<file path="config.mk">
export PLATFORM = sky130hd
export DESIGN_NAME = configurable_crc_engine_flat
export DESIGN_NICKNAME = d
export VERILOG_FILES = /design/src/rtl/crce_pkg.sv /design/src/rtl/crce_if.sv /design/src/rtl/crce_update.sv /design/src/rtl/configurable_crc_engine.sv /design/src/flat_wrapper.sv
export VERILOG_INCLUDE_DIRS = /design/src /design/src/rtl
export SDC_FILE = /design/constraint.sdc
export NUM_CORES = 1
export LEC_CHECK = 0
export BUFFER_PORTS_ARGS = -buffer_cell sky130_fd_sc_hd__buf_2
export CORE_ASPECT_RATIO = 0.5
export CORE_MARGIN = 2
export CORE_UTILIZATION = 56
export DETAILED_ROUTE_END_ITERATION = 7
export PLACE_DENSITY = 0.78
export SYNTH_ARGS = -nofsm -noshare
export SYNTH_HDL_FRONTEND = slang
export SYNTH_SLANG_ARGS = --single-unit
</file>
<file path="constraint.sdc">
create_clock -name clk -period 6.3 [get_ports clk]
set_input_delay 0.63 -clock clk [delete_from_list [all_inputs] [get_ports clk]]
set_output_delay 0.63 -clock clk [all_outputs]
set_load 0.03 [all_outputs]
</file>
<file path="src/rtl/configurable_crc_engine_defines.svh">
// Assertion macros for the configurable CRC engine.
// Expects clk and rst_n in the scope of each use; empty under SYNTHESIS.
`ifndef CONFIGURABLE_CRC_ENGINE_DEFINES_SVH
`define CONFIGURABLE_CRC_ENGINE_DEFINES_SVH

`ifndef SYNTHESIS
`define CRCE_ASSERT(label, prop, msg) \
    label: assert property (@(posedge clk) disable iff (!rst_n) (prop)) else $error(msg);
`define CRCE_ASSERT_NEXT(label, ante, cons, msg) \
    label: assert property (@(posedge clk) disable iff (!rst_n) (ante) |=> (cons)) \
        else $error(msg);
`else
`define CRCE_ASSERT(label, prop, msg)
`define CRCE_ASSERT_NEXT(label, ante, cons, msg)
`endif

`endif

</file>
<file path="src/rtl/crce_pkg.sv">
// Shared types, codes and bit helpers for the configurable CRC engine.
// No dependencies; used by the channel interfaces and all modules.
package crce_pkg;

    localparam int unsigned CRC_BITS  = 32;
    localparam int unsigned BYTE_BITS = 8;
    localparam int unsigned WIDTH_BITS = 6;
    localparam int unsigned CFG_INDEX_BITS = 3;

    typedef logic [CRC_BITS-1:0]       crc_word_t;
    typedef logic [BYTE_BITS-1:0]      crc_byte_t;
    typedef logic [WIDTH_BITS-1:0]     crc_width_t;
    typedef logic [CFG_INDEX_BITS-1:0] cfg_index_t;

    // register indexes on the configuration channel
    localparam cfg_index_t CFG_INITIAL_VALUE  = 3'd0;
    localparam cfg_index_t CFG_POLYNOMIAL     = 3'd1;
    localparam cfg_index_t CFG_CRC_WIDTH      = 3'd2;
    localparam cfg_index_t CFG_REFLECT_INPUT  = 3'd3;
    localparam cfg_index_t CFG_REFLECT_OUTPUT = 3'd4;

    // supported CRC widths
    localparam crc_width_t WIDTH_7  = 6'd7;
    localparam crc_width_t WIDTH_8  = 6'd8;
    localparam crc_width_t WIDTH_16 = 6'd16;
    localparam crc_width_t WIDTH_32 = 6'd32;

    localparam crc_word_t MASK_7  = 32'h0000_007F;
    localparam crc_word_t MASK_8  = 32'h0000_00FF;
    localparam crc_word_t MASK_16 = 32'h0000_FFFF;
    localparam crc_word_t MASK_32 = 32'hFFFF_FFFF;

    // reset values of the registers
    localparam crc_word_t  RESET_INITIAL_VALUE = 32'h0000_0000;
    localparam crc_word_t  RESET_POLYNOMIAL    = 32'h0000_1021;
    localparam crc_width_t RESET_CRC_WIDTH     = WIDTH_16;

    typedef struct packed {
        crc_word_t  initial_value;
        crc_word_t  polynomial;
        crc_width_t crc_width;
        logic       reflect_input;
        logic       reflect_output;
    } crce_cfg_t;

    function automatic logic [7:0] rev8(input logic [7:0] v);
        logic [7:0] r;
        for (int i = 0; i < 8; i++) begin
            r[i] = v[7-i];
        end
        return r;
    endfunction

    function automatic logic [15:0] rev16(input logic [15:0] v);
        logic [15:0] r;
        for (int i = 0; i < 16; i++) begin
            r[i] = v[15-i];
        end
        return r;
    endfunction

endpackage

</file>
<file path="src/rtl/crce_if.sv">
// Valid/ready channel interfaces of the configurable CRC engine:
// byte input, result output and register write. Depends on crce_pkg.
interface crce_in_if;
    logic                valid;
    logic                ready;
    crce_pkg::crc_byte_t data_byte;
    logic                first_byte;
    logic                last_byte;

    modport source (output valid, data_byte, first_byte, last_byte, input ready);
    modport sink   (input valid, data_byte, first_byte, last_byte, output ready);
endinterface

interface crce_out_if;
    logic                valid;
    logic                ready;
    crce_pkg::crc_word_t crc_result;

    modport source (output valid, crc_result, input ready);
    modport sink   (input valid, crc_result, output ready);
endinterface

interface crce_cfg_if;
    logic                 valid;
    logic                 ready;
    crce_pkg::cfg_index_t index;
    crce_pkg::crc_word_t  data;

    modport source (output valid, index, data, input ready);
    modport sink   (input valid, index, data, output ready);
endinterface

</file>
<file path="src/rtl/crce_update.sv">
// Combinational byte fold: next running CRC and the result, its low 8 or 16 bits
// reflected when reflect_output is set and the width is 16 or less. Depends on crce_pkg.
module crce_update (
    input  crce_pkg::crce_cfg_t cfg,
    input  crce_pkg::crc_word_t crc_in,
    input  crce_pkg::crc_byte_t data_byte,
    input  logic                first_byte,
    output crce_pkg::crc_word_t crc_next,
    output crce_pkg::crc_word_t crc_result
);
    import crce_pkg::*;

    crc_word_t start;
    crc_byte_t byte_val;
    crc_word_t x0;
    crc_word_t mask;
    logic [4:0] top;
    logic       update;
    crc_word_t  folded;

    always_comb
    begin
        start    = first_byte ? cfg.initial_value : crc_in;
        byte_val = cfg.reflect_input ? rev8(data_byte) : data_byte;
        unique case (cfg.crc_width)
            WIDTH_7:
            begin
                x0 = start ^ {24'b0, byte_val};
                top = 5'd6;
                mask = MASK_7;
                update = 1'b1;
            end
            WIDTH_8:
            begin
                x0 = start ^ {24'b0, byte_val};
                top = 5'd7;
                mask = MASK_8;
                update = 1'b1;
            end
            WIDTH_16:
            begin
                x0 = start ^ {16'b0, byte_val, 8'b0};
                top = 5'd15;
                mask = MASK_16;
                update = 1'b1;
            end
            WIDTH_32:
            begin
                x0 = start ^ {byte_val, 24'b0};
                top = 5'd31;
                mask = MASK_32;
                update = 1'b1;
            end
            default:
            begin
                x0 = start;
                top = 5'd31;
                mask = MASK_32;
                update = 1'b0;
            end
        endcase
    end

    // eight MSB-first shift steps; feedback bit picked by width
    always_comb
    begin
        folded = x0;
        for (int i = 0; i < BYTE_BITS; i++) begin
            if (folded[top]) begin
                folded = {folded[CRC_BITS-2:0], 1'b0} ^ cfg.polynomial;
            end else begin
                folded = {folded[CRC_BITS-2:0], 1'b0};
            end
        end
    end

    assign crc_next = update ? (folded & mask) : start;

    always_comb
    begin
        priority if (cfg.reflect_output && cfg.crc_width <= WIDTH_8) begin
            crc_result = {24'b0, rev8(crc_next[7:0])};
        end else if (cfg.reflect_output && cfg.crc_width <= WIDTH_16) begin
            crc_result = {16'b0, rev16(crc_next[15:0])};
        end else begin
            crc_result = crc_next;
        end
    end

endmodule

</file>
<file path="src/rtl/configurable_crc_engine.sv">
// Top level of the configurable CRC engine: registers, running CRC, result stage.
// Depends on crce_pkg, crce_if, crce_update and configurable_crc_engine_defines.svh.
//
// Usage:
//   data_in  - one message byte per item with first_byte / last_byte marks.
//              first_byte loads initial_value before the byte is folded.
//   crc_out  - one crc_result item per byte marked last_byte.
//   cfg      - register writes (index 0..4: initial_value, polynomial,
//              crc_width, reflect_input, reflect_output); always ready,
//              indexes above 4 are dropped. Write only while idle.
// Throughput: one byte per cycle unless stalled; the whole eight-step fold of a byte
//   is done in the cycle it is accepted, straight into the running CRC register.
// Result: the result of a last byte is valid in the cycle after it is accepted,
//   held in a single output register.
// Stall: while the output register holds a result not yet taken, bytes are
//   still accepted if crc_out.ready is high; with crc_out.ready low, bytes
//   are held off, since the next last byte could not be stored.
// Reset: registers return to polynomial 0x1021, width 16, no reflection,
//   initial value 0; running CRC clears to 0 and no result is pending.
`include "configurable_crc_engine_defines.svh"

module configurable_crc_engine (
    input  logic clk,
    input  logic rst_n,
    crce_in_if.sink    data_in,
    crce_out_if.source crc_out,
    crce_cfg_if.sink   cfg
);
    import crce_pkg::*;

    crce_cfg_t cfg_reg;
    crc_word_t running_crc_reg;
    crc_word_t result_reg;
    logic      out_valid_reg;
    logic      out_valid_next;

    crc_word_t crc_next;
    crc_word_t crc_result;
    logic      accept;
    logic      cfg_write;

    assign cfg.ready = 1'b1;
    assign cfg_write = cfg.valid && cfg.ready;

    always_ff @(posedge clk or negedge rst_n)
    begin
        if (!rst_n) begin
            cfg_reg.initial_value  <= RESET_INITIAL_VALUE;
            cfg_reg.polynomial     <= RESET_POLYNOMIAL;
            cfg_reg.crc_width      <= RESET_CRC_WIDTH;
            cfg_reg.reflect_input  <= 1'b0;
            cfg_reg.reflect_output <= 1'b0;
        end else if (cfg_write) begin
            unique case (cfg.index)
                CFG_INITIAL_VALUE:  cfg_reg.initial_value  <= cfg.data;
                CFG_POLYNOMIAL:     cfg_reg.polynomial     <= cfg.data;
                CFG_CRC_WIDTH:      cfg_reg.crc_width      <= cfg.data[WIDTH_BITS-1:0];
                CFG_REFLECT_INPUT:  cfg_reg.reflect_input  <= cfg.data[0];
                CFG_REFLECT_OUTPUT: cfg_reg.reflect_output <= cfg.data[0];
                default:            ;
            endcase
        end
    end

    crce_update u_update (
        .cfg        (cfg_reg),
        .crc_in     (running_crc_reg),
        .data_byte  (data_in.data_byte),
        .first_byte (data_in.first_byte),
        .crc_next   (crc_next),
        .crc_result (crc_result)
    );

    assign data_in.ready = !out_valid_reg || crc_out.ready;
    assign accept        = data_in.valid && data_in.ready;

    always_comb
    begin
        priority if (accept && data_in.last_byte) begin
            out_valid_next = 1'b1;
        end else if (crc_out.ready) begin
            out_valid_next = 1'b0;
        end else begin
            out_valid_next = out_valid_reg;
        end
    end

    always_ff @(posedge clk or negedge rst_n)
    begin
        if (!rst_n) begin
            running_crc_reg <= '0;
            out_valid_reg   <= 1'b0;
        end else begin
            out_valid_reg <= out_valid_next;
            if (accept) begin
                running_crc_reg <= crc_next;
            end
        end
    end

    // result payload needs no reset
    always_ff @(posedge clk)
    begin
        if (accept && data_in.last_byte) begin
            result_reg <= crc_result;
        end
    end

    assign crc_out.valid      = out_valid_reg;
    assign crc_out.crc_result = result_reg;

    `CRCE_ASSERT_NEXT(a_last_gives_result, accept && data_in.last_byte, out_valid_reg,
        "last byte accepted but no result pending")
    `CRCE_ASSERT(a_ready_only_on_stall,
        !data_in.ready |-> (out_valid_reg && !crc_out.ready),
        "input held off without a stalled result")
    `CRCE_ASSERT_NEXT(a_mid_byte_keeps_out,
        accept && !data_in.last_byte && !(crc_out.valid && crc_out.ready),
        $stable(out_valid_reg), "result valid changed on a byte that is not last")
    `CRCE_ASSERT_NEXT(a_width8_masked, accept && cfg_reg.crc_width == WIDTH_8,
        running_crc_reg[CRC_BITS-1:BYTE_BITS] == '0, "8-bit CRC has upper bits set")

endmodule

</file>
<file path="src/flat_wrapper.sv">
// flat-port wrapper written by rule: the top's interface ports become plain ports
module configurable_crc_engine_flat import crce_pkg::*;
  (clk, rst_n, data_in_valid, data_in_data_byte, data_in_first_byte, data_in_last_byte, data_in_ready, crc_out_valid, crc_out_crc_result, crc_out_ready, cfg_valid, cfg_index, cfg_data, cfg_ready);
  crce_in_if data_in_i ();
  crce_out_if crc_out_i ();
  crce_cfg_if cfg_i ();
  input  logic clk;
  input  logic rst_n;
  input wire logic [$bits(data_in_i.valid)-1:0] data_in_valid;
  input wire logic [$bits(data_in_i.data_byte)-1:0] data_in_data_byte;
  input wire logic [$bits(data_in_i.first_byte)-1:0] data_in_first_byte;
  input wire logic [$bits(data_in_i.last_byte)-1:0] data_in_last_byte;
  output wire logic [$bits(data_in_i.ready)-1:0] data_in_ready;
  output wire logic [$bits(crc_out_i.valid)-1:0] crc_out_valid;
  output wire logic [$bits(crc_out_i.crc_result)-1:0] crc_out_crc_result;
  input wire logic [$bits(crc_out_i.ready)-1:0] crc_out_ready;
  input wire logic [$bits(cfg_i.valid)-1:0] cfg_valid;
  input wire logic [$bits(cfg_i.index)-1:0] cfg_index;
  input wire logic [$bits(cfg_i.data)-1:0] cfg_data;
  output wire logic [$bits(cfg_i.ready)-1:0] cfg_ready;
  assign data_in_i.valid = data_in_valid;
  assign data_in_i.data_byte = data_in_data_byte;
  assign data_in_i.first_byte = data_in_first_byte;
  assign data_in_i.last_byte = data_in_last_byte;
  assign data_in_ready = data_in_i.ready;
  assign crc_out_valid = crc_out_i.valid;
  assign crc_out_crc_result = crc_out_i.crc_result;
  assign crc_out_i.ready = crc_out_ready;
  assign cfg_i.valid = cfg_valid;
  assign cfg_i.index = cfg_index;
  assign cfg_i.data = cfg_data;
  assign cfg_ready = cfg_i.ready;
  configurable_crc_engine u_core (.clk(clk), .rst_n(rst_n), .data_in(data_in_i), .crc_out(crc_out_i), .cfg(cfg_i));
endmodule
</file>
### Word-level counts from Yosys, hierarchy flattened

Index checks and enable logic that the tools add are counted.

* word-level logic and storage cells: 84
* bits of input ports: 50
* register bits: 137
* output and inout bits: 35

* muxes and demuxes: 35
* reductions and logical operators: 16
* equal/unequal tests: 8
* order comparisons: 3
* bitwise gates (word level): 12

Operators by type and width (count)
* $mux W32: 10
* $xor A32 B32 Y32: 9
* $pmux W32 S3: 2
* $bmux W1 S5: 8
* $and A32 B32 Y32: 1
* $xor A32 B16 Y32: 1
* $xor A32 B8 Y32: 1
* $mux W16: 1
* $mux W8: 2
* $pmux W5 S3: 1
* $mux W1: 11
* $reduce_and A2 Y1: 5
* $eq A3 B2 Y1 const B: 2
* $eq A6 B3 Y1 const B: 1
* $eq A6 B4 Y1 const B: 1
* $eq A6 B5 Y1 const B: 1
* $eq A6 B6 Y1 const B: 1
* $le A6 B4 Y1 const B: 1
* $le A6 B5 Y1 const B: 1
* $lt A5 B6 Y1 const B: 1
* $logic_and A1 B1 Y1: 4
* $reduce_or A2 Y1: 2
* $reduce_or A4 Y1: 1
* $eq A3 B1 Y1 const B: 1
* 5 further kinds: 5

### Logic depth before layout (Yosys ltp)

* depth after elaboration: 31
* gate-level depth with buffers: 30
* depth with buffers taken out: 23

### Modules after synthesis

From an unflattened synthesis, not the netlist that was laid out.

* cell total of the unflattened synthesis: 1318
* area total of the unflattened synthesis: 11718.7 um^2

Modules (own cells, without submodules)
* crce_update: cells each 1053, area each 6765.2 um^2, sequential area each 0.0 um^2, times used 1
* configurable_crc_engine: cells each 265, area each 4953.5 um^2, sequential area each 3593.4 um^2, times used 1

### Least setup slack after synthesis

OpenSTA, ideal clock, no wires.

* path kind: input to register
* start point: input data_in_first_byte
* end point: register u_core.result_reg[8] (netlist: u_core.crc_out.crc_result[8]), data pin
* cell stages on the path: 27
* setup slack: -873 ps
* data required time: 6146 ps
* arrival time: 7019 ps
* buffers on the path: 4
* library setup time: 154 ps
* cells stage by stage: buf_2 > mux2i_1 > xnor2_1 > o32ai_4 > o311a_1 > nor3_2 > o22ai_2 > mux2i_2 > or4_1 > clkbuf_1 > buf_2 > xor2_1 > a211oi_1 > a311oi_1 > a311o_1 > nor4_2 > nor3_2 > nor3_1 > mux2_2 > nand4_1 > mux2i_1 > o2111ai_2 > or2_1 > buf_2 > and3_1 > o32a_1 > o22ai_1

* longest elaborated chain between the ends: 30
* elaborated cells on any way between the ends: 40
* classes of those cells: mux (28); bitwise (12)

RTL lines
* start, declared: RTL line flat_wrapper.sv:11 `input wire logic [$bits(data_in_i.first_byte)-1:0] data_in_first_byte;`
* $mux W32 (*): RTL line crce_update.sv:23 `start = first_byte ? cfg.initial_value : crc_in;`
* $xor A32 B32 Y32, or another cell as far along: RTL line crce_update.sv:49 `x0 = start ^ {byte_val, 24'b0};`
* $pmux W32 S3: RTL line crce_update.sv:25 `unique case (cfg.crc_width)`
* $bmux W1 S5: RTL line crce_update.sv:69 `if (folded[top]) begin`
* $mux W1 (implied by the code): RTL line crce_update.sv:69
* $mux W32: RTL line crce_update.sv:69
* $bmux W1 S5: RTL line crce_update.sv:69
* $mux W1 (implied by the code): RTL line crce_update.sv:69
* (+14 left out)
* $mux W1 (implied by the code): RTL line crce_update.sv:69
* $mux W32: RTL line crce_update.sv:69
* $bmux W1 S5: RTL line crce_update.sv:69
* $mux W1 (implied by the code): RTL line crce_update.sv:69
* $mux W32: RTL line crce_update.sv:69
* $and A32 B32 Y32: RTL line crce_update.sv:77 `assign crc_next = update ? (folded & mask) : start;`
* $mux W32 (*): RTL line crce_update.sv:77
* $mux W16 (*): RTL line crce_update.sv:83 `end else if (cfg.reflect_output && cfg.crc_width <= WIDTH_16) begin`
* end signal, assigned: RTL line configurable_crc_engine.sv:105 `result_reg <= crc_result;`
* end, declared: RTL line configurable_crc_engine.sv:33 `crc_word_t result_reg;`

Every way passes the cells marked *; elsewhere a longest branch is shown, timed or not. The select of a mux whose other input is x is not followed.
A chain may end at the register's enable or synchronous reset.

### Final worst setup path

* start point: register u_core.cfg_reg[1] (netlist bit)
* end point: register u_core.result_reg[0] (netlist: u_core.crc_out.crc_result[0]), data pin

* longest elaborated chain between the ends: 31
* elaborated cells on any way between the ends: 41
* classes of those cells: mux (29); bitwise (12)

RTL lines
* start, declared: RTL line configurable_crc_engine.sv:31 `crce_cfg_t cfg_reg;`
* $mux W8 (*): RTL line crce_update.sv:24 `byte_val = cfg.reflect_input ? rev8(data_byte) : data_byte;`
* $xor A32 B8 Y32, or another cell as far along: RTL line crce_update.sv:28, crce_update.sv:35
* $pmux W32 S3 (*): RTL line crce_update.sv:25
* $bmux W1 S5: RTL line crce_update.sv:69
* $mux W1 (implied by the code): RTL line crce_update.sv:69
* $mux W32 (*): RTL line crce_update.sv:69
* $bmux W1 S5: RTL line crce_update.sv:69
* $mux W1 (implied by the code): RTL line crce_update.sv:69
* (+16 left out)
* $bmux W1 S5: RTL line crce_update.sv:69
* $mux W1 (implied by the code): RTL line crce_update.sv:69
* $mux W32 (*): RTL line crce_update.sv:69
* $and A32 B32 Y32 (*): RTL line crce_update.sv:77
* $mux W32 (*): RTL line crce_update.sv:77
* $mux W16: RTL line crce_update.sv:83
* $mux W8 (*): RTL line crce_update.sv:81 `priority if (cfg.reflect_output && cfg.crc_width <= WIDTH_8) begin`
* named net u_core.crc_result[0]: RTL line configurable_crc_engine.sv:38 `crc_word_t crc_result;`

The timed path passes the listed nets; every way through them passes the cells marked *. The select of a mux whose other input is x is not followed.

==> summary.txt <==
Clocking
  – CTS tree: built
  – Longest Clk Path Bufs: 2
  – Clock sinks: roughly 140
  – TritonCTS Buffers: 17
  – Worst skew pair latency: around 0.47 ns
  – # H-tree levels: 4
  – Worst-path clk slew: about 0.06 ns
  – Root Driver: clkbuf_16

Synthesis
  – Async SR Flop Fraction: between 70 and 80%
  – Synth Instances: between 1000 and 1500
  – Post-Syn Nets: 1342
  – #FFs+latches synth: 137
  – Yosys warnings: 0
  – Post-synth EDFFs: 32
  – Ys flop type: dfrtp_1
  – Sequential cell area fraction in the yosys report: roughly a third
  – Post-Syn Area: 11200 µm²
  – Synth unique cells: between 80 and 90
  – Mapped Avg Cell Area: 8.67 µm²

Worst hold path
  – Hold Crit Class: in2async

Routing
  – Via Count: approximately 12000
  – Drt initial violations: about 1400
  – Via/cell ratio: roughly 6.3
  – Routed Antenna Nets: 0
  – Routed WL per cell: about 23 µm
  – Drt first pass iters: 6
  – Post-Route WL: ~43 mm
  – Drc violations: 0

Setup path
  – Critical path launch point type: flop
  – Worst Path Required: about 6.5 ns
  – Reg2reg start: u_core.cfg_reg[1]$_DFFE_PN0P_
  – Most numerous cell on the critical path: buf_4
  – Critical Path Slowest Stage Cell: dfrtp_2
  – Crit end category: flop
  – Critical path arrival: 7.47 ns
  – Crit-path max cell delay: 0.46 ns
  – Crit Path Category: reg2reg
  – CP Launch Point: u_core.cfg_reg[1]$_DFFE_PN0P_
  – Critical path fanouts, max: 8

STA
  – FMAX: between 100 and 150 MHz
  – Fin. Hold Viols: 0
  – Tmin final: 7.30 ns
  – RSZ-0062 raised after global routing: yes
  – Max-slew headroom: 18.4%
  – Final Max Tran Viols: 0
  – Worst-Margin Slew: about 1.2 ns
  – Setup violators final: between 60 and 70
  – Final worst path period share: 116%
  – Post-Route Skew: about 0.0087 ns
  – PnR worst setup slack: -1.00 ns

Global route
  – Vias in the first global route: between 10000 and 15000
  – GR Overflow Total: 0
  – Global-route wire length before repair: around 64 mm
  – Initial antenna violation count: 0
  – Largest net degree at the start of global routing: between 60 and 70
  – All-Layer GR Usage: approximately two fifths

Run status
  – Failing checks: setup timing
  – Outcome: finished with violations

Floorplanning
  – Core Region: roughly 20000 µm²
  – Initial core utilization: approximately 57%
  – Die Y: 104 µm
  – Row Count: 36
  – I/O pin count: 85
  – Area of the die: about 21000 µm²
  – DIE WIDTH: 204 µm

Cells and area
  – Commonest non-fill, non-tap cell in the layout: nand2_1
  – Max FFs per register: ~70
  – Design Area, Final: approximately 16000 µm²
  – Share of layout cells above drive strength 1: 40.9%
  – P&R area growth vs syn: 38.6%
  – Fin nets: approximately 1600
  – Commonest cells after routing, fill and taps aside: 246 x nand2_1, 241 x buf_4, 197 x xnor2_1
  – Final core utilization: 79.4%

Placed design
  – Placer Congestion: approximately 0.96
  – Placed inst area: between 10000 and 15000 µm²
  – IO buf count: 83
  – Final HPWL DP: ~28 mm

Run
  – Max-cap violations: 0
layout make-up:
cell class                      count  area, µm²
Sequential cell                   137       3600
Tap cell                          266        333
Clock inverter                     10       76.3
Timing Repair Buffer              352       2660
Inverter                           10       37.5
Fill cell                        1219       4020
Antenna cell                        1       2.50
Multi-Input combinational cell   1043       8360
Clock buffer                       22        464
what timing repair did:
action | 4_1_cts | 5_1_grt
cloned | 1 | 0
setup buffers | 48 | 27
gates resized for setup | 163 | 74
setup endpoints to repair | 64 | 64
pin swaps | 97 | 62
hold buffers | 0 | 0
Yosys cell counts (13+ instances only):
cell type / instances / share of area, %
a21oi_1: 22 / 0.98
a22oi_1: 13 / 0.87
a31oi_1: 14 / 0.78
and3_1: 16 / 0.89
buf_2: 15 / 0.67
clkbuf_1: 67 / 2.2
dfrtp_1: 101 / 23
edfxtp_1: 32 / 8.6
mux2_2: 71 / 7.1
mux2i_1: 41 / 3.7
nand2_1: 257 / 8.6
nor2_1: 57 / 1.9
o211ai_1: 14 / 0.94
o21ai_0: 73 / 3.3
o21ai_1: 17 / 0.76
o22ai_1: 21 / 1.2
or3_1: 17 / 0.95
xnor2_1: 224 / 18
xor2_1: 34 / 2.7
per-stage QoR:
step	std cells	setup slack, ns	hold WS (ns)	TNS (ns)
after floorplan	1292	-0.279	0.334	-9.17
after global placement	1737	-1.21	0.467	-55.19
after detailed placement	1737	-1.40	0.476	-68.38
after CTS	1814	-0.700	0.134	-36.36
after global routing	1840	-1.30	0.155	-69.80
final	1841	-1.00	0.123	-54.19
logic make-up after synthesis:
kind of cell / share of synthesized area [%]
AO/OA/AOI/OAI: 14.8
XOR/XNOR: 20.7
buffers and inverters: 4.20
other: 0.0335
AND/OR/NAND/NOR: 16.7
flip-flops: 32.1
multiplexers: 11.6
path summary, 6_finish.rpt:
check                      slack, ns  cells after the start                                endpoint
min in group clk                0.39                      3        u_core.crc_out.valid$_DFFE_PN0P_
min                             0.12                      1          u_core.cfg_reg[63]$_DFFE_PN0P_
max reg2reg                    -1.00                     39  u_core.crc_out.crc_result[0]$_DFFE_PP_
max in group asynchronous       4.80                      2           u_core.cfg_reg[5]$_DFFE_PN0P_
max                            -1.00                     39  u_core.crc_out.crc_result[0]$_DFFE_PP_
min reg2reg                     0.49                      2   u_core.running_crc_reg[8]$_DFFE_PN0P_
routing by layer:
metal	vias to the layer above	track usage [%]	routed length, µm
li1	5001	-	-
met1	5659	56.8	17200
met2	843	57.4	18300
met3	159	12.5	5730
met4	0	14.0	1490
met5	-	0	0
worst max-delay path: cells and delay by family, from the launching register on:
family | cells | cell delay (ns)
muxes | 1 | 0.11
xor gates and xnor gates | 5 | 0.85
and+or+nand+nor | 5 | 0.87
buffers and inverters | 16 | 2.38
DFF | 1 | 0.46
AOI/OAI and AO/OA | 12 | 2.32
Power is left out: the tool's default activity adds up to more than one toggle a clock period on the data nets, which glitch-free logic cannot reach.
